## src/rtl/fpem_pkg.sv

```systemverilog
// Package for the filtered power and energy meter: widths, register indexes,
// configuration and queue item types, and the saturation helper.
// No dependencies; every other file of the block imports this package.
package fpem_pkg;

  // Field widths
  localparam int ADC_BITS   = 12;
  localparam int DIFF_W     = ADC_BITS + 1;
  localparam int GAIN_W     = 24;
  localparam int WEIGHT_W   = 16;
  localparam int PERIOD_W   = 24;
  localparam int VAL_W      = 32;
  localparam int ENERGY_W   = 64;

  // Queue between the front and the back engine
  localparam int QUEUE_DEPTH_DEF = 2;

  // APB register port
  localparam int APB_ADDR_W = 5;
  localparam int APB_DATA_W = 32;
  localparam int REG_IDX_W  = 3;

  localparam logic [REG_IDX_W-1:0] REG_VOLT_OFS  = 3'd0;
  localparam logic [REG_IDX_W-1:0] REG_CURR_OFS  = 3'd1;
  localparam logic [REG_IDX_W-1:0] REG_VOLT_GAIN = 3'd2;
  localparam logic [REG_IDX_W-1:0] REG_CURR_GAIN = 3'd3;
  localparam logic [REG_IDX_W-1:0] REG_OLD_WT    = 3'd4;
  localparam logic [REG_IDX_W-1:0] REG_NEW_WT    = 3'd5;
  localparam logic [REG_IDX_W-1:0] REG_PERIOD    = 3'd6;

  localparam logic [WEIGHT_W-1:0] NEW_WEIGHT_RESET = 16'hFFFF;

  // Saturation limits of a Q16.16 value, held at 64 bits
  localparam logic signed [63:0] VAL_MAX = 64'sh0000_0000_7FFF_FFFF;
  localparam logic signed [63:0] VAL_MIN = 64'shFFFF_FFFF_8000_0000;

  localparam logic signed [ENERGY_W-1:0] ENERGY_MAX = 64'sh7FFF_FFFF_FFFF_FFFF;
  localparam logic signed [ENERGY_W-1:0] ENERGY_MIN = 64'sh8000_0000_0000_0000;

  // Software-written calibration
  typedef struct packed {
    logic [ADC_BITS-1:0] voltage_zero_offset;
    logic [ADC_BITS-1:0] current_zero_offset;
    logic [GAIN_W-1:0]   volts_per_count;
    logic [GAIN_W-1:0]   amps_per_count;
    logic [WEIGHT_W-1:0] old_weight;
    logic [WEIGHT_W-1:0] new_weight;
    logic [PERIOD_W-1:0] sample_period;
  } fpem_cfg_t;

  // Offset-corrected sample pair handed from the front to the back engine
  typedef struct packed {
    logic signed [DIFF_W-1:0] vdiff;
    logic signed [DIFF_W-1:0] cdiff;
  } fpem_item_t;

  // Clamp a signed value to the Q16.16 range.
  function automatic logic signed [VAL_W-1:0] sat_val(input logic signed [63:0] x);
    logic signed [VAL_W-1:0] r;
    if (x > VAL_MAX) begin
      r = VAL_MAX[VAL_W-1:0];
    end else if (x < VAL_MIN) begin
      r = VAL_MIN[VAL_W-1:0];
    end else begin
      r = x[VAL_W-1:0];
    end
    return r;
  endfunction

endpackage

```

## src/rtl/fpem_queue.sv

```systemverilog
// Small FIFO that decouples the front end from the back engine.
// Depends on fpem_pkg for the item type.
module fpem_queue import fpem_pkg::*; #(
  parameter int DEPTH = QUEUE_DEPTH_DEF
) (
  input  logic       clk,
  input  logic       rst,
  input  logic       push_valid,
  output logic       push_ready,
  input  fpem_item_t push_item,
  output logic       pop_valid,
  input  logic       pop_ready,
  output fpem_item_t pop_item
);

  localparam int PTR_W = (DEPTH > 1) ? $clog2(DEPTH) : 1;
  localparam int CNT_W = $clog2(DEPTH + 1);

  fpem_item_t       entries [DEPTH];
  logic [PTR_W-1:0] wr_ptr;
  logic [PTR_W-1:0] rd_ptr;
  logic [CNT_W-1:0] count;
  logic             push_fire;
  logic             pop_fire;

  assign push_ready = (count != CNT_W'(DEPTH));
  assign pop_valid  = (count != '0);
  assign pop_item   = entries[rd_ptr];
  assign push_fire  = push_valid && push_ready;
  assign pop_fire   = pop_valid && pop_ready;

  // Entry storage.
  always_ff @(posedge clk) begin
    if (push_fire) begin
      entries[wr_ptr] <= push_item;
    end
  end

  // Pointers and fill count.
  always_ff @(posedge clk) begin
    if (rst) begin
      wr_ptr <= '0;
      rd_ptr <= '0;
      count  <= '0;
    end else begin
      if (push_fire) begin
        wr_ptr <= (wr_ptr == PTR_W'(DEPTH - 1)) ? '0 : wr_ptr + 1'b1;
      end
      if (pop_fire) begin
        rd_ptr <= (rd_ptr == PTR_W'(DEPTH - 1)) ? '0 : rd_ptr + 1'b1;
      end
      if (push_fire && !pop_fire) begin
        count <= count + 1'b1;
      end else if (pop_fire && !push_fire) begin
        count <= count - 1'b1;
      end
    end
  end

endmodule

```

## config.mk

```make
export PLATFORM = sky130hd
export DESIGN_NAME = fpem_queue
export DESIGN_NICKNAME = d
export VERILOG_FILES = /design/src/rtl/fpem_pkg.sv /design/src/rtl/fpem_queue.sv
export SDC_FILE = /design/constraint.sdc
export NUM_CORES = 1
export LEC_CHECK = 0
export BUFFER_PORTS_ARGS = -buffer_cell sky130_fd_sc_hd__buf_4
export CORE_AREA = 2 2 86 88
export CTS_CLUSTER_DIAMETER = 30
export CTS_CLUSTER_SIZE = 30
export DETAILED_ROUTE_END_ITERATION = 12
export DIE_AREA = 0 0 88 90
export HOLD_SLACK_MARGIN = 0.03
export MAX_ROUTING_LAYER = met4
export PLACE_DENSITY_LB_ADDON = 0.3
export SETUP_SLACK_MARGIN = 0.05
export SYNTH_ARGS = -nofsm -noshare
export SYNTH_HDL_FRONTEND = slang
export SYNTH_SLANG_ARGS = --single-unit
```

## constraint.sdc

```tcl
create_clock -name clk -period 1.7 [get_ports clk]
set_input_delay 0.085 -clock clk [delete_from_list [all_inputs] [get_ports clk]]
set_output_delay 0.085 -clock clk [all_outputs]
set_load 0.02 [all_outputs]
```

==> results.tsv <==
metric	value	unit
outcome	complete, no violations	
wl	4050	µm
pwr-share-clk	0.264	
clk_pin_slew	0.06	ns
track_usage	0.113	
drv_slew	0	
cp_slowest_cell	or3_1	
ys_ff_latch	57	
finalSetupTns	0	ns
finClkSkew	0.00905	ns
cts_tree	done	
finalCritPeriodShare	0.933	
crit_path_max_fanout	5	
initial_core_util	0.299	
rows	31	
ys_top_cells_by_count	edfxtp_1, mux2_2, dfxtp_1, nor2_1, xor2_1	
grt_pass1_wl	6270	µm
synth.top_cell.area_share	0.745	
clockBufferDepth	2	
synth_ff_type	edfxtp_1	
worstSetupPathType	flop to flop	
power_density	1400	nW/µm²
grt_pass1_vias	1311	
cts-buffers-inserted	9	
ys_seq_area_frac	0.792	
internal_power	0.00313	W
clk_latency	0.32	ns
fmax	630	MHz
gp_congestion	0.663	
synth.avg_cell_area	20.0	µm²
syn2layout_area_growth	50.8	%
finalNetCount	231	
power	0.00443	W
hpwl	2520	µm
multi_input_area	420	µm²
worst_setup_path_start_kind	flop	
die_area	7920	µm²
cp_cell_sequence	nand2b_4 > and2_1 > ha_1 > or3_1 > a21oi_1	
regArea	1670	µm²
drc	0	
finalSetupViolations	0	
final_area	3160	µm²
drive_above_1_share	0.522	
antennaDiodeCount	0	
crit_buf_inv	0	
io_pins	58	
p_switching	0.00130	W
drtPass1Iterations	3	
synth-async-reset-ratio	0	
core_area	7020	µm²
die_w	88	µm
syn_nets	136	
grt_overflow	0	
grt_max_degree	24	
max-slew-margin-rel	0.874	
synth_cell_type_count	18	
yosys_warnings	0	
cts_htree_levels	3	
antenna_found_initial	0	
combPwrFrac	0.319	
wl_per_cell	13.3	µm
vdd_drop_max	0.704	mV
instances_no_fill	304	
tightestPinTransition	0.187	ns
fillCellCount	623	
netlist_area	2100	µm²
place_area	2700	µm²
drt-initial-drc-count	39	
arrival	1.84	ns
cap_viol_max_count	0	
cpPeakStageDelay	0.37	ns
yosysMostFrequentCell	edfxtp_1	
cts-root-buf	clkbuf_8	
rsz0062_at_grt	true	
synth_edf_count	52	
seqPwrFrac	0.417	
swShare	0.293	
worstPathRequired	1.95	ns
fp.dieH	90	µm
p_leak	1.18	nW
route.vias.total	1243	
numPortBuffers	57	
synthTopCellsByArea	edfxtp_1, mux2_2, dfxtp_1	
viasPerCell	4.09	
yosysTopAreaCell	edfxtp_1	
dp.cells	261	
hp-class	primary input to flop	
ant_nets	0	
postSynthCellCount	105	
clock_sinks	57	
cp_top_family	simple AND/OR/NAND/NOR gates	
cp-end-kind	flop	
hold_viol	0	
min_period	1.59	ns
-- kinds of logic after synthesis --
logic type,after synthesis,share of synthesized area
muxes,26,0.140
buffers and inverters,4,0.0113
adders and majority gates,1,0.00597
xor gates and xnor gates,3,0.0125
AOI/OAI and AO/OA,5,0.0143
and+or+nand+nor,9,0.0239
DFF,57,0.792
-- through the flow --
step / setup slack (ns) / hold slack, ns / utilization
6_report: 0.114 / 0.0782 / 0.450
5_1_grt: 0.0413 / 0.0915 / 0.450
4_1_cts: 0.0583 / 0.0570 / 0.450
3_5_place_dp: 0.0534 / 0.274 / 0.384
3_3_place_gp: 0.146 / 0.270 / 0.384
2_1_floorplan: 0.0931 / 0.154 / -
-- path summary, 6_finish.rpt --
check,from,end,slack (ns),cells after the start
max,count[0],count[1],0.11,5
min,push_valid,wr_ptr,0.08,3
max reg2reg,count[0],count[1],0.11,5
min reg2reg,count[1],count[1],0.53,2
-- sequential cells by signal (all words and copies together) (netlist names), named ones only --
signal and flops:
count 2, entries 52, rd_ptr 1, wr_ptr 1
-- timing repair --
| item | CTS | global route |
|---|---|---|
| endpoints found under the setup margin | 1 | 24 |
| hold buffers | 27 | 0 |
| buffers inserted | 0 | 0 |
| endpoints found under the hold margin | 57 | 0 |
| cloned | 0 | 0 |
| resized for setup | 1 | 4 |
-- area by class of cell --
class | instances | area share
flip-flops and latches | 57 | 0.527
clock inverters | 6 | 0.0186
repair buffers | 87 | 0.240
inverters | 1 | 0.00237
clock buffers | 10 | 0.0404
well taps | 99 | 0.0392
multi-input cells | 44 | 0.133
-- power groups by stage --
stage | clock network (W) | registers, W | logic [W]
floorplan | 0 | 0.00183 | 0.000833
global placement | 0 | 0.00185 | 0.00134
detailed placement | 0 | 0.00187 | 0.00138
CTS | 0.00122 | 0.00184 | 0.00144
global route | 0.00127 | 0.00187 | 0.00150
finish | 0.00117 | 0.00185 | 0.00141
-- layer usage --
layer | part of all wire | wire length [µm] | GRT usage | vias to the layer above
met5 | 0 | 0 | - | -
met4 | 0.014 | 57 | 0.0769 | 0
met3 | 0.041 | 165 | 0.0303 | 5
met2 | 0.52 | 2120 | 0.179 | 38
met1 | 0.42 | 1710 | 0.122 | 604
li1 | - | - | - | 596
-- worst register-to-register path, stage by stage, from the launching register on --
cell and delay, ns:
dfxtp_2 0.35, nand2b_4 0.16, and2_1 0.17, ha_1 0.33, or3_1 0.37, a21oi_1 0.14
-- cells in the final DEF (no fill, tap or decap), types with 2 or more instances in the layout --
cell,instances
xor2_1,3
a21oi_1,2
edfxtp_1,52
clkinv_1,2
buf_4,57
buf_12,3
dfxtp_1,2
dlygate4sd3_1,27
clkinvlp_4,2
nor2_1,3
dfxtp_2,3
clkbuf_8,9
mux2_2,26
No activity file was read; power rests on OpenSTA's default activity.
