### src/rtl/fpem_pkg.sv
// Package for the filtered power and energy meter: widths, register indexes,
// configuration and queue item types, and the saturation helper.
// No dependencies; every other file of the block imports this package.
package fpem_pkg;

  // Field widths
  localparam int ADC_BITS   = 12;
  localparam int DIFF_W     = ADC_BITS + 1;
  localparam int GAIN_W     = 24;
  localparam int WEIGHT_W   = 16;
  localparam int PERIOD_W   = 24;
  localparam int VAL_W      = 32;
  localparam int ENERGY_W   = 64;

  // Queue between the front and the back engine
  localparam int QUEUE_DEPTH_DEF = 2;

  // APB register port
  localparam int APB_ADDR_W = 5;
  localparam int APB_DATA_W = 32;
  localparam int REG_IDX_W  = 3;

  localparam logic [REG_IDX_W-1:0] REG_VOLT_OFS  = 3'd0;
  localparam logic [REG_IDX_W-1:0] REG_CURR_OFS  = 3'd1;
  localparam logic [REG_IDX_W-1:0] REG_VOLT_GAIN = 3'd2;
  localparam logic [REG_IDX_W-1:0] REG_CURR_GAIN = 3'd3;
  localparam logic [REG_IDX_W-1:0] REG_OLD_WT    = 3'd4;
  localparam logic [REG_IDX_W-1:0] REG_NEW_WT    = 3'd5;
  localparam logic [REG_IDX_W-1:0] REG_PERIOD    = 3'd6;

  localparam logic [WEIGHT_W-1:0] NEW_WEIGHT_RESET = 16'hFFFF;

  // Saturation limits of a Q16.16 value, held at 64 bits
  localparam logic signed [63:0] VAL_MAX = 64'sh0000_0000_7FFF_FFFF;
  localparam logic signed [63:0] VAL_MIN = 64'shFFFF_FFFF_8000_0000;

  localparam logic signed [ENERGY_W-1:0] ENERGY_MAX = 64'sh7FFF_FFFF_FFFF_FFFF;
  localparam logic signed [ENERGY_W-1:0] ENERGY_MIN = 64'sh8000_0000_0000_0000;

  // Software-written calibration
  typedef struct packed {
    logic [ADC_BITS-1:0] voltage_zero_offset;
    logic [ADC_BITS-1:0] current_zero_offset;
    logic [GAIN_W-1:0]   volts_per_count;
    logic [GAIN_W-1:0]   amps_per_count;
    logic [WEIGHT_W-1:0] old_weight;
    logic [WEIGHT_W-1:0] new_weight;
    logic [PERIOD_W-1:0] sample_period;
  } fpem_cfg_t;

  // Offset-corrected sample pair handed from the front to the back engine
  typedef struct packed {
    logic signed [DIFF_W-1:0] vdiff;
    logic signed [DIFF_W-1:0] cdiff;
  } fpem_item_t;

  // Clamp a signed value to the Q16.16 range.
  function automatic logic signed [VAL_W-1:0] sat_val(input logic signed [63:0] x);
    logic signed [VAL_W-1:0] r;
    if (x > VAL_MAX) begin
      r = VAL_MAX[VAL_W-1:0];
    end else if (x < VAL_MIN) begin
      r = VAL_MIN[VAL_W-1:0];
    end else begin
      r = x[VAL_W-1:0];
    end
    return r;
  endfunction

endpackage

### src/rtl/fpem_if.sv
// Valid/ready channel interfaces for the sample input and the result output.
// Depends on fpem_pkg for the field widths.
interface fpem_in_if import fpem_pkg::*; ();
  logic                valid;
  logic                ready;
  logic [ADC_BITS-1:0] voltage_sample;
  logic [ADC_BITS-1:0] current_sample;

  modport source (output valid, voltage_sample, current_sample, input ready);
  modport sink (input valid, voltage_sample, current_sample, output ready);
endinterface


### src/rtl/fpem_front.sv
// Front end: takes sample transfers and removes the zero offsets as signed values.
// Depends on fpem_pkg and the fpem_in_if interface.
module fpem_front import fpem_pkg::*; (
  input  fpem_cfg_t   cfg,
  fpem_in_if.sink     samples,
  output logic        push_valid,
  input  logic        push_ready,
  output fpem_item_t  push_item
);

  // A transfer is taken whenever the queue has room.
  assign samples.ready = push_ready;
  assign push_valid    = samples.valid;

  // Offset-corrected counts; a sample below its offset goes negative.
  assign push_item.vdiff = $signed({1'b0, samples.voltage_sample})
                         - $signed({1'b0, cfg.voltage_zero_offset});
  assign push_item.cdiff = $signed({1'b0, samples.current_sample})
                         - $signed({1'b0, cfg.current_zero_offset});

endmodule

### src/flat_wrapper.sv
// flat-port wrapper written by rule: the top's interface ports become plain ports
module fpem_front_flat import fpem_pkg::*;
  (cfg, push_valid, push_ready, push_item, samples_valid, samples_voltage_sample, samples_current_sample, samples_ready);
  fpem_in_if samples_i ();
  input  fpem_cfg_t cfg;
  output logic push_valid;
  input  logic push_ready;
  output fpem_item_t push_item;
  input wire logic [$bits(samples_i.valid)-1:0] samples_valid;
  input wire logic [$bits(samples_i.voltage_sample)-1:0] samples_voltage_sample;
  input wire logic [$bits(samples_i.current_sample)-1:0] samples_current_sample;
  output wire logic [$bits(samples_i.ready)-1:0] samples_ready;
  assign samples_i.valid = samples_valid;
  assign samples_i.voltage_sample = samples_voltage_sample;
  assign samples_i.current_sample = samples_current_sample;
  assign samples_ready = samples_i.ready;
  fpem_front u_core (.cfg(cfg), .samples(samples_i), .push_valid(push_valid), .push_ready(push_ready), .push_item(push_item));
endmodule
### config.mk
export PLATFORM = sky130hd
export DESIGN_NAME = fpem_front_flat
export DESIGN_NICKNAME = d
export VERILOG_FILES = /design/src/rtl/fpem_pkg.sv /design/src/rtl/fpem_if.sv /design/src/rtl/fpem_front.sv /design/src/flat_wrapper.sv
export SDC_FILE = /design/constraint.sdc
export NUM_CORES = 1
export LEC_CHECK = 0
export BUFFER_PORTS_ARGS = -buffer_cell sky130_fd_sc_hd__buf_2
export CORE_MARGIN = 3
export CORE_UTILIZATION = 30
export DETAILED_ROUTE_END_ITERATION = 6
export GPL_ROUTABILITY_DRIVEN = 0
export PLACE_DENSITY = 0.81
export SLEW_MARGIN = 20
export SYNTH_ARGS = -nofsm -noshare
export SYNTH_HDL_FRONTEND = slang
export SYNTH_SLANG_ARGS = --single-unit
### constraint.sdc
create_clock -name vclk -period 2.92
set_input_delay 0.146 -clock vclk [all_inputs]
set_output_delay 0.146 -clock vclk [all_outputs]
set_load 0.005 [all_outputs]
==> impl_metrics.py <==
metrics = {
    "sta": {
        "final.setup.tns_ns": 0,
        "fmax_mhz": 498,
        "period_minus_slack_ns": 2.01,
        "rsz0062_at_grt": "no",
        "finalSetupViolCount": 0,
        "fin_crit_sh_pct": 68.8,
        "hold_viol_final": 0,
        "slew_violations": 0,
        "slew_headroom_pct": 75.6,
        "holdWs_ns": 0.292,
        "worst-slew-pin-transition_ns": 0.366,
    },
    "clocking": {
        "post-cts-setup-buffers": 0,
        "postCtsHoldBufs": 0,
        "cts-resized-gates": 0,
    },
    "route": {
        "viasPerCell": 4.89,
        "drt_iter0_markers": 78,
        "first_pass_iters": 4,
        "drt-total-wl_um": 3460,
        "routed-via-count": 1442,
        "drc_errors": 0,
        "wl_per_cell_um": 11.7,
        "postRouteAntennaNets": 0,
    },
    "layout": {
        "seqCellArea_um2": 0,
        "layout.nets": 429,
        "clockBufferCount": 0,
        "drive_above_1_share_pct": 33.2,
        "areaGrowthSynthToFinish_pct": 32.7,
        "seq_cell_count": 0,
        "final_util_pct": 43.1,
        "num_antenna_cells": 0,
    },
    "die": {
        "die_x_um": 70.4,
        "core-area_um2": 3830,
        "num_rows": 22,
        "die_height_um": 70.4,
        "io_pins": 182,
        "fp.dieArea_um2": 4950,
        "floorplan.initialDensity_pct": 32.5,
    },
    "logic_synthesis": {
        "synthTopCellsByArea": "ha_1 (24%), inv_1 (10%), a21oi_1 (7.2%)",
        "synthTopCellsByCount": "inv_1 (34), ha_1 (24), a21oi_1 (18)",
        "syn_nets": 357,
        "synth_top_area_share_pct": 24.1,
        "yosys.area.top_type": "ha_1",
        "yosysSeqAreaShare_pct": 0,
        "synthCells": 177,
        "ys_warn_count": 0,
        "netlist_area_um2": 1240,
        "syn_area_per_cell_um2": 7.03,
        "synth_cell_type_count": 39,
        "synth-adder-area-share_pct": 27.4,
        "synth-compound-area-share_pct": 32.1,
        "synth-simple-area-share_pct": 16.3,
        "synth_top_family_by_area": "compound AO/OA/AOI/OAI gates",
        "post-synth-top-count-cell": "inv_1",
        "synth-xor-area-share_pct": 11.3,
        "synthMuxAreaShare_pct": 0.805,
    },
    "global_route": {
        "grt_max_degree": 9,
        "grt_pass1_vias": 1313,
        "met3_usage_pct": 0.863,
        "grt_pass1_wl_um": 5580,
        "grt_use_met2_pct": 25.5,
        "grt.total_usage_pct": 13.3,
        "antenna_found_initial": 0,
        "grtUsageMet1_pct": 16.2,
        "grt.busiest_layer": "met2",
        "grt-ovfl-total": 0,
    },
    "critical_path": {
        "cp-start-kind": "input pin",
        "slowest_delay_ns": 0.44,
        "endpoint_kind": "output pin",
        "critPathSlowestCell": "fa_1",
        "critical_path_class": "in2out",
        "cp_cell_sequence": "buf_2 -> inv_1 -> ha_1 -> fa_1 -> nor2b_4 -> o31a_1 -> o21ai_2 -> a31oi_1 -> xor2_1 -> buf_2",
        "critPathMaxFanout": 4,
        "cp.arrival_ns": 1.86,
        "cp_top_family": "adder cells",
        "cp_num_buf_inv": 3,
        "critPathRequiredTime_ns": 2.77,
        "crit_top_cell": "buf_2",
    },
    "pwr": {
        "pwr-share-comb_pct": 100.0,
        "p_int_uw": 184,
        "p_sw_uw": 186,
        "leakagePower_nw": 0.966,
        "p_per_area_nw_per_um2": 224,
        "swShare_pct": 50.3,
        "pwr-share-seq_pct": 0,
        "p_clk_share_pct": 0,
        "ir_drop_v": 0.0000981,
    },
    "hold_path": {
        "hold_path_class": "in2out",
    },
    "placement": {
        "numPortBuffers": 74,
        "place_hpwl_um": 3120,
    },
    "status": {
        "status": "finished, final reports clean",
    },
    "job": {
        "drv_cap": 0,
    },
}
## cells in the final DEF (no fill, tap or decap), types with 2 or more instances in the layout
| master | instances |
|---|---|
| inv_1 | 34 |
| xor2_1 | 7 |
| a21o_1 | 9 |
| o31a_1 | 2 |
| or2_1 | 2 |
| xnor2_1 | 9 |
| a21oi_1 | 18 |
| a31oi_1 | 2 |
| nand2_1 | 7 |
| buf_2 | 74 |
| nor3_1 | 3 |
| nor2b_1 | 2 |
| nand3_1 | 5 |
| a41oi_1 | 2 |
| o21a_1 | 3 |
| fa_1 | 2 |
| nor2_1 | 9 |
| o21bai_1 | 4 |
| a211oi_2 | 2 |
| o21ai_0 | 6 |
| ha_1 | 24 |
| and3_1 | 2 |
| o21ai_1 | 4 |
| and2_1 | 2 |
## final cells by class
cell class	instances	area [µm²]
fill	400	2180
multi-input combinational	139	1090
tap	48	60.1
timing repair buffer	74	370
inverter	34	128
## cells by family after synthesis
group | count (synthesis)
adders and majority gates | 26
muxes | 1
AOI/OAI and AO/OA | 58
xor gates and xnor gates | 16
buffers and inverters | 38
and+or+nand+nor | 38
## power groups by stage
| stage | registers (mW) | logic (mW) | clock network [mW] |
|---|---|---|---|
| 3_3_place_gp | 0 | 0.368 | 0 |
| 4_1_cts | 0 | 0.375 | 0 |
| 5_1_grt | 0 | 0.417 | 0 |
| 3_5_place_dp | 0 | 0.373 | 0 |
| 2_1_floorplan | 0 | 0.236 | 0 |
| 6_report | 0 | 0.370 | 0 |
## worst paths after layout
kind / end / from / depth (start not counted) / slack (ns)
max: push_item[8] / samples_current_sample[0] / 10 / 0.91
min: push_valid / samples_valid / 0 / 0.29
## layer usage
metal	vias to the layer above	wire, µm
met3	4	208
met2	51	1780
met5	-	0
met4	0	66
li1	762	-
met1	625	1400
## metrics by stage
step | instances | area [µm²] | power [mW] | setup WS, ns
after floorplan | 177 | 1240 | 0.236 | 1.26
after global placement | 295 | 1650 | 0.368 | 0.943
after detailed placement | 295 | 1650 | 0.373 | 0.921
after CTS | 295 | 1650 | 0.375 | 0.918
after global routing | 295 | 1650 | 0.417 | 0.828
final | 295 | 1650 | 0.370 | 0.911
Note: power is estimated with default switching activity, not from simulation.
