## config.mk

```make
export PLATFORM = sky130hd
export DESIGN_NAME = fpem_regs
export DESIGN_NICKNAME = d
export VERILOG_FILES = /design/src/rtl/fpem_pkg.sv /design/src/rtl/fpem_regs.sv
export SDC_FILE = /design/constraint.sdc
export NUM_CORES = 1
export LEC_CHECK = 0
export BUFFER_PORTS_ARGS = -buffer_cell sky130_fd_sc_hd__buf_2
export CAP_MARGIN = 20
export CORE_ASPECT_RATIO = 1.25
export CORE_MARGIN = 2
export CORE_UTILIZATION = 51
export DETAILED_ROUTE_END_ITERATION = 10
export HOLD_SLACK_MARGIN = 0.05
export PLACE_DENSITY_LB_ADDON = 0.15
export SLEW_MARGIN = 10
export SYNTH_ARGS = -nofsm -noshare
export SYNTH_HDL_FRONTEND = slang
export SYNTH_SLANG_ARGS = --single-unit
```

## constraint.sdc

```tcl
create_clock -name clk -period 1.4 [get_ports clk]
set_input_delay 0.07 -clock clk [delete_from_list [all_inputs] [get_ports clk]]
set_output_delay 0.07 -clock clk [all_outputs]
set_load 0.02 [all_outputs]
```

## src/rtl/fpem_pkg.sv

```systemverilog
// Package for the filtered power and energy meter: widths, register indexes,
// configuration and queue item types, and the saturation helper.
// No dependencies; every other file of the block imports this package.
package fpem_pkg;

  // Field widths
  localparam int ADC_BITS   = 12;
  localparam int DIFF_W     = ADC_BITS + 1;
  localparam int GAIN_W     = 24;
  localparam int WEIGHT_W   = 16;
  localparam int PERIOD_W   = 24;
  localparam int VAL_W      = 32;
  localparam int ENERGY_W   = 64;

  // Queue between the front and the back engine
  localparam int QUEUE_DEPTH_DEF = 2;

  // APB register port
  localparam int APB_ADDR_W = 5;
  localparam int APB_DATA_W = 32;
  localparam int REG_IDX_W  = 3;

  localparam logic [REG_IDX_W-1:0] REG_VOLT_OFS  = 3'd0;
  localparam logic [REG_IDX_W-1:0] REG_CURR_OFS  = 3'd1;
  localparam logic [REG_IDX_W-1:0] REG_VOLT_GAIN = 3'd2;
  localparam logic [REG_IDX_W-1:0] REG_CURR_GAIN = 3'd3;
  localparam logic [REG_IDX_W-1:0] REG_OLD_WT    = 3'd4;
  localparam logic [REG_IDX_W-1:0] REG_NEW_WT    = 3'd5;
  localparam logic [REG_IDX_W-1:0] REG_PERIOD    = 3'd6;

  localparam logic [WEIGHT_W-1:0] NEW_WEIGHT_RESET = 16'hFFFF;

  // Saturation limits of a Q16.16 value, held at 64 bits
  localparam logic signed [63:0] VAL_MAX = 64'sh0000_0000_7FFF_FFFF;
  localparam logic signed [63:0] VAL_MIN = 64'shFFFF_FFFF_8000_0000;

  localparam logic signed [ENERGY_W-1:0] ENERGY_MAX = 64'sh7FFF_FFFF_FFFF_FFFF;
  localparam logic signed [ENERGY_W-1:0] ENERGY_MIN = 64'sh8000_0000_0000_0000;

  // Software-written calibration
  typedef struct packed {
    logic [ADC_BITS-1:0] voltage_zero_offset;
    logic [ADC_BITS-1:0] current_zero_offset;
    logic [GAIN_W-1:0]   volts_per_count;
    logic [GAIN_W-1:0]   amps_per_count;
    logic [WEIGHT_W-1:0] old_weight;
    logic [WEIGHT_W-1:0] new_weight;
    logic [PERIOD_W-1:0] sample_period;
  } fpem_cfg_t;

  // Offset-corrected sample pair handed from the front to the back engine
  typedef struct packed {
    logic signed [DIFF_W-1:0] vdiff;
    logic signed [DIFF_W-1:0] cdiff;
  } fpem_item_t;

  // Clamp a signed value to the Q16.16 range.
  function automatic logic signed [VAL_W-1:0] sat_val(input logic signed [63:0] x);
    logic signed [VAL_W-1:0] r;
    if (x > VAL_MAX) begin
      r = VAL_MAX[VAL_W-1:0];
    end else if (x < VAL_MIN) begin
      r = VAL_MIN[VAL_W-1:0];
    end else begin
      r = x[VAL_W-1:0];
    end
    return r;
  endfunction

endpackage

```

## src/rtl/fpem_regs.sv

```systemverilog
// APB register file holding the offsets, gains, filter weights and sample period.
// Depends on fpem_pkg for the register indexes and the configuration struct.
module fpem_regs import fpem_pkg::*; (
  input  logic                  clk,
  input  logic                  rst,
  input  logic                  psel,
  input  logic                  penable,
  input  logic                  pwrite,
  input  logic [APB_ADDR_W-1:0] paddr,
  input  logic [APB_DATA_W-1:0] pwdata,
  output logic [APB_DATA_W-1:0] prdata,
  output logic                  pready,
  output fpem_cfg_t             cfg
);

  logic [REG_IDX_W-1:0] reg_idx;
  logic                 wr_en;

  assign reg_idx = paddr[APB_ADDR_W-1:2];
  assign wr_en   = psel && penable && pwrite;
  assign pready  = 1'b1;

  // Register writes; an index past the list is dropped.
  always_ff @(posedge clk) begin
    if (rst) begin
      cfg.voltage_zero_offset <= '0;
      cfg.current_zero_offset <= '0;
      cfg.volts_per_count     <= '0;
      cfg.amps_per_count      <= '0;
      cfg.old_weight          <= '0;
      cfg.new_weight          <= NEW_WEIGHT_RESET;
      cfg.sample_period       <= '0;
    end else if (wr_en) begin
      unique case (reg_idx)
        REG_VOLT_OFS:  cfg.voltage_zero_offset <= pwdata[ADC_BITS-1:0];
        REG_CURR_OFS:  cfg.current_zero_offset <= pwdata[ADC_BITS-1:0];
        REG_VOLT_GAIN: cfg.volts_per_count     <= pwdata[GAIN_W-1:0];
        REG_CURR_GAIN: cfg.amps_per_count      <= pwdata[GAIN_W-1:0];
        REG_OLD_WT:    cfg.old_weight          <= pwdata[WEIGHT_W-1:0];
        REG_NEW_WT:    cfg.new_weight          <= pwdata[WEIGHT_W-1:0];
        REG_PERIOD:    cfg.sample_period       <= pwdata[PERIOD_W-1:0];
        default: ;
      endcase
    end
  end

  // Read-back mux.
  always_comb begin
    unique case (reg_idx)
      REG_VOLT_OFS:  prdata = APB_DATA_W'(cfg.voltage_zero_offset);
      REG_CURR_OFS:  prdata = APB_DATA_W'(cfg.current_zero_offset);
      REG_VOLT_GAIN: prdata = APB_DATA_W'(cfg.volts_per_count);
      REG_CURR_GAIN: prdata = APB_DATA_W'(cfg.amps_per_count);
      REG_OLD_WT:    prdata = APB_DATA_W'(cfg.old_weight);
      REG_NEW_WT:    prdata = APB_DATA_W'(cfg.new_weight);
      REG_PERIOD:    prdata = APB_DATA_W'(cfg.sample_period);
      default:       prdata = '0;
    endcase
  end

endmodule

```

==> metrics.txt <==
CP cell instances=mux4_2, mux2_4, buf_6; TritonCTS clock tree=built; Layout Skew=0 ns; Longest Clk Path Bufs=2; max reg flops=roughly 130; CP max FO=2; Startpoint Class=register; WHS Path Cells=5; DIE AREA=around 13,000 sq um; first-pass GRT wire length=30.1 mm; worst skew pair latency=a little over 0.4 ns; Largest regs=cfg (128); post-synthesis cell count=between 600 and 700; Critical Path RT=1.33 ns; post-synth top area share=41.6%; crit path kind=reg -> out; CTS buffer count=17; most frequent cells in the layout=buf_2, mux2i_1, nand2b_1, buf_4, dfxtp_1; NumNets Final=936; number of global-route vias before repair=just under 6k; endpoints failing setup=12; Final Slew Violations=0; # diodes=0; logic gate share of total power=9.8%; Via Count=5,903; Worst VDD drop=around 0.89 mV; status=complete, but fails checks; Crit path depth=3; Sink Count=128; Layout area overhead=44.2%; r2r worst-path depth=4; power consumption=9.45 mW; Die Span Y=127 um; Warnings, synthesis=0; total grt overflow=0; initial antenna violation count=0; Crit-path slowest cell=mux4_2; dpl hpwl=13.4 mm; area leader, netlist=dfxtp_1; unrepaired setup endpoints after global routing=yes; Detailed Routing Iterations Pass 1=5; Seq/Total Area, Yosys=41.6%; most common cell after layout, fill and taps aside=buf_2; CTS clk-pin slew, worst paths=around 0.06 ns; slowest stage delay, CP=0.45 ns; final hold violations=0; CP Data Arrival Time=roughly 1.6 ns; clock share of power=51.1%; die width=102 um; largest reg by FF count=cfg; port bufs=183; Post-Syn Area=6160 sq um; sequential power share=39.1%; xor/xnor cell area share of the yosys netlist=0%; f_max=between 0.5 and 0.6 GHz; Tmin final=roughly 1.7 ns; Simple-Gate Fraction of Synth Area=18.5%; root buffer cell=clkbuf_16; Synth Area in Adders=0%; Final Cycle Share=119%; max-cap viol count=0; failing checks=setup timing; Switch Pwr=2.16 mW; final RePlAce weighted congestion=~0.83; Synth Register Bits=128; mux cell area share after synthesis=22.8%; fraction of layout cells with a size suffix above 1=between 40 and 50%; Core ar.=around 12,000 sq um; P_leak=~4.3 nW; # rows=44; CP delay by family, top=multiplexers; Initial Utilization=between 50 and 60%; Synth cell types=34; Sw Share=a little under a quarter; P_int=between 7 and 8 mW; Synth Area in Compound Gates=11.2%; Setup Total Neg Slack=-1.35 ns; fin cells=1,067; CP bufs+invs=1; pin count of the biggest net entering global routing=42; DRT Wirelength=around 20 mm; Crit. End Element=primary output; post-place setup slack=-0.0233 ns; GRT Overall Usage=30.1%; drt wl/cell=around 18 um; Via density=between 5 and 6; HP Class=in -> reg; ANT nets after route=0; Mean Syn Cell Area=a little under 10 sq um; H-tree Lvls=4; power per standard cell area=1060 nW/um^2; initial DRC count=316; final worst setup slack=-0.271 ns; dpl cells=981; main combinational cell family by area after synthesis=multiplexers; IO Pins=203; drt drc=0; Synth area leaders=dfxtp_1, mux2i_1, nand2b_1, nor2_1, a32oi_1
[synth_stat cells, drive strengths merged]
master	n
and4b	1
a221oi	4
dfxtp	128
nand2b	115
nor3b	1
mux2	8
o211ai	7
o221a	4
buf	34
nor2b	4
conb	2
o21ai	24
clkinv	1
inv	4
mux2i	129
o2bb2ai	9
a32oi	14
and2	9
mux4	1
nand2	7
a22oi	11
nand4	1
a21oi	24
nor3	1
o221ai	4
nand3	25
and4	1
clkbuf	30
nor2	35
[repair_timing]
item | CTS | global route
hold buffers | 25 | 0
hold endpoints to repair | 70 | 0
setup endpoints to repair | 13 | 22
gates resized for setup | 53 | 33
pin swaps | 11 | 10
setup buffers | 26 | 4
[final cells by class]
| type | count | area [sq um] |
|---|---|---|
| clock buffer | 18 | 439 |
| clock inverter | 13 | 213 |
| fill | 824 | 2840 |
| inverter | 5 | 18.8 |
| multi-input combinational | 448 | 3420 |
| sequential | 128 | 2610 |
| tap | 161 | 201 |
| timing repair buffer | 294 | 1980 |
[cell families after synthesis]
logic type,Yosys count
flip-flops,128
buffers and inverters,69
multiplexers,138
other,2
AO/OA/AOI/OAI,101
AND/OR/NAND/NOR,200
[worst register-to-register path: stages, from the launching register on]
cell     delay, ns
dfxtp_2       0.32
buf_4         0.12
buf_4         0.13
nor2_1        0.09
mux2i_1       0.06
[stage by stage]
stage                     cell area (sq um)  hold WS, ns  util [%]
final                                  8880        0.304      75.7
after global routing                   8880        0.317      75.7
after CTS                              8740        0.292      74.6
after detailed placement               7530        0.347      64.2
after global placement                 7530        0.340      64.2
after floorplan                        6210        0.218         -
[power groups by stage]
stage,registers [mW],clock network (mW),logic [mW]
after global placement,3.77,0,0.790
after global routing,3.69,5.03,0.974
after floorplan,3.80,0,0.456
after CTS,3.69,4.87,0.894
final,3.69,4.83,0.922
after detailed placement,3.77,0,0.802
[layer usage]
| metal | part of all wire (%) | wire (um) | vias to the layer above | track usage [%] |
|---|---|---|---|---|
| met1 | 40 | 7850 | 2851 | 36.0 |
| li1 | - | - | 2749 | - |
| met5 | 0 | 0 | - | 0 |
| met4 | 2.8 | 541 | 0 | 11.8 |
| met2 | 51 | 9860 | 260 | 51.9 |
| met3 | 6.5 | 1270 | 43 | 6.39 |
[path summary, 6_finish.rpt]
kind / from / endpoint / slack (ns)
max: cfg[33] / prdata[9] / -0.27
min: penable / cfg[68] / 0.30
max reg2reg: cfg[27] / cfg[27] / 0.57
min reg2reg: cfg[93] / cfg[93] / 0.48
No activity file was read; power rests on OpenSTA's default activity.
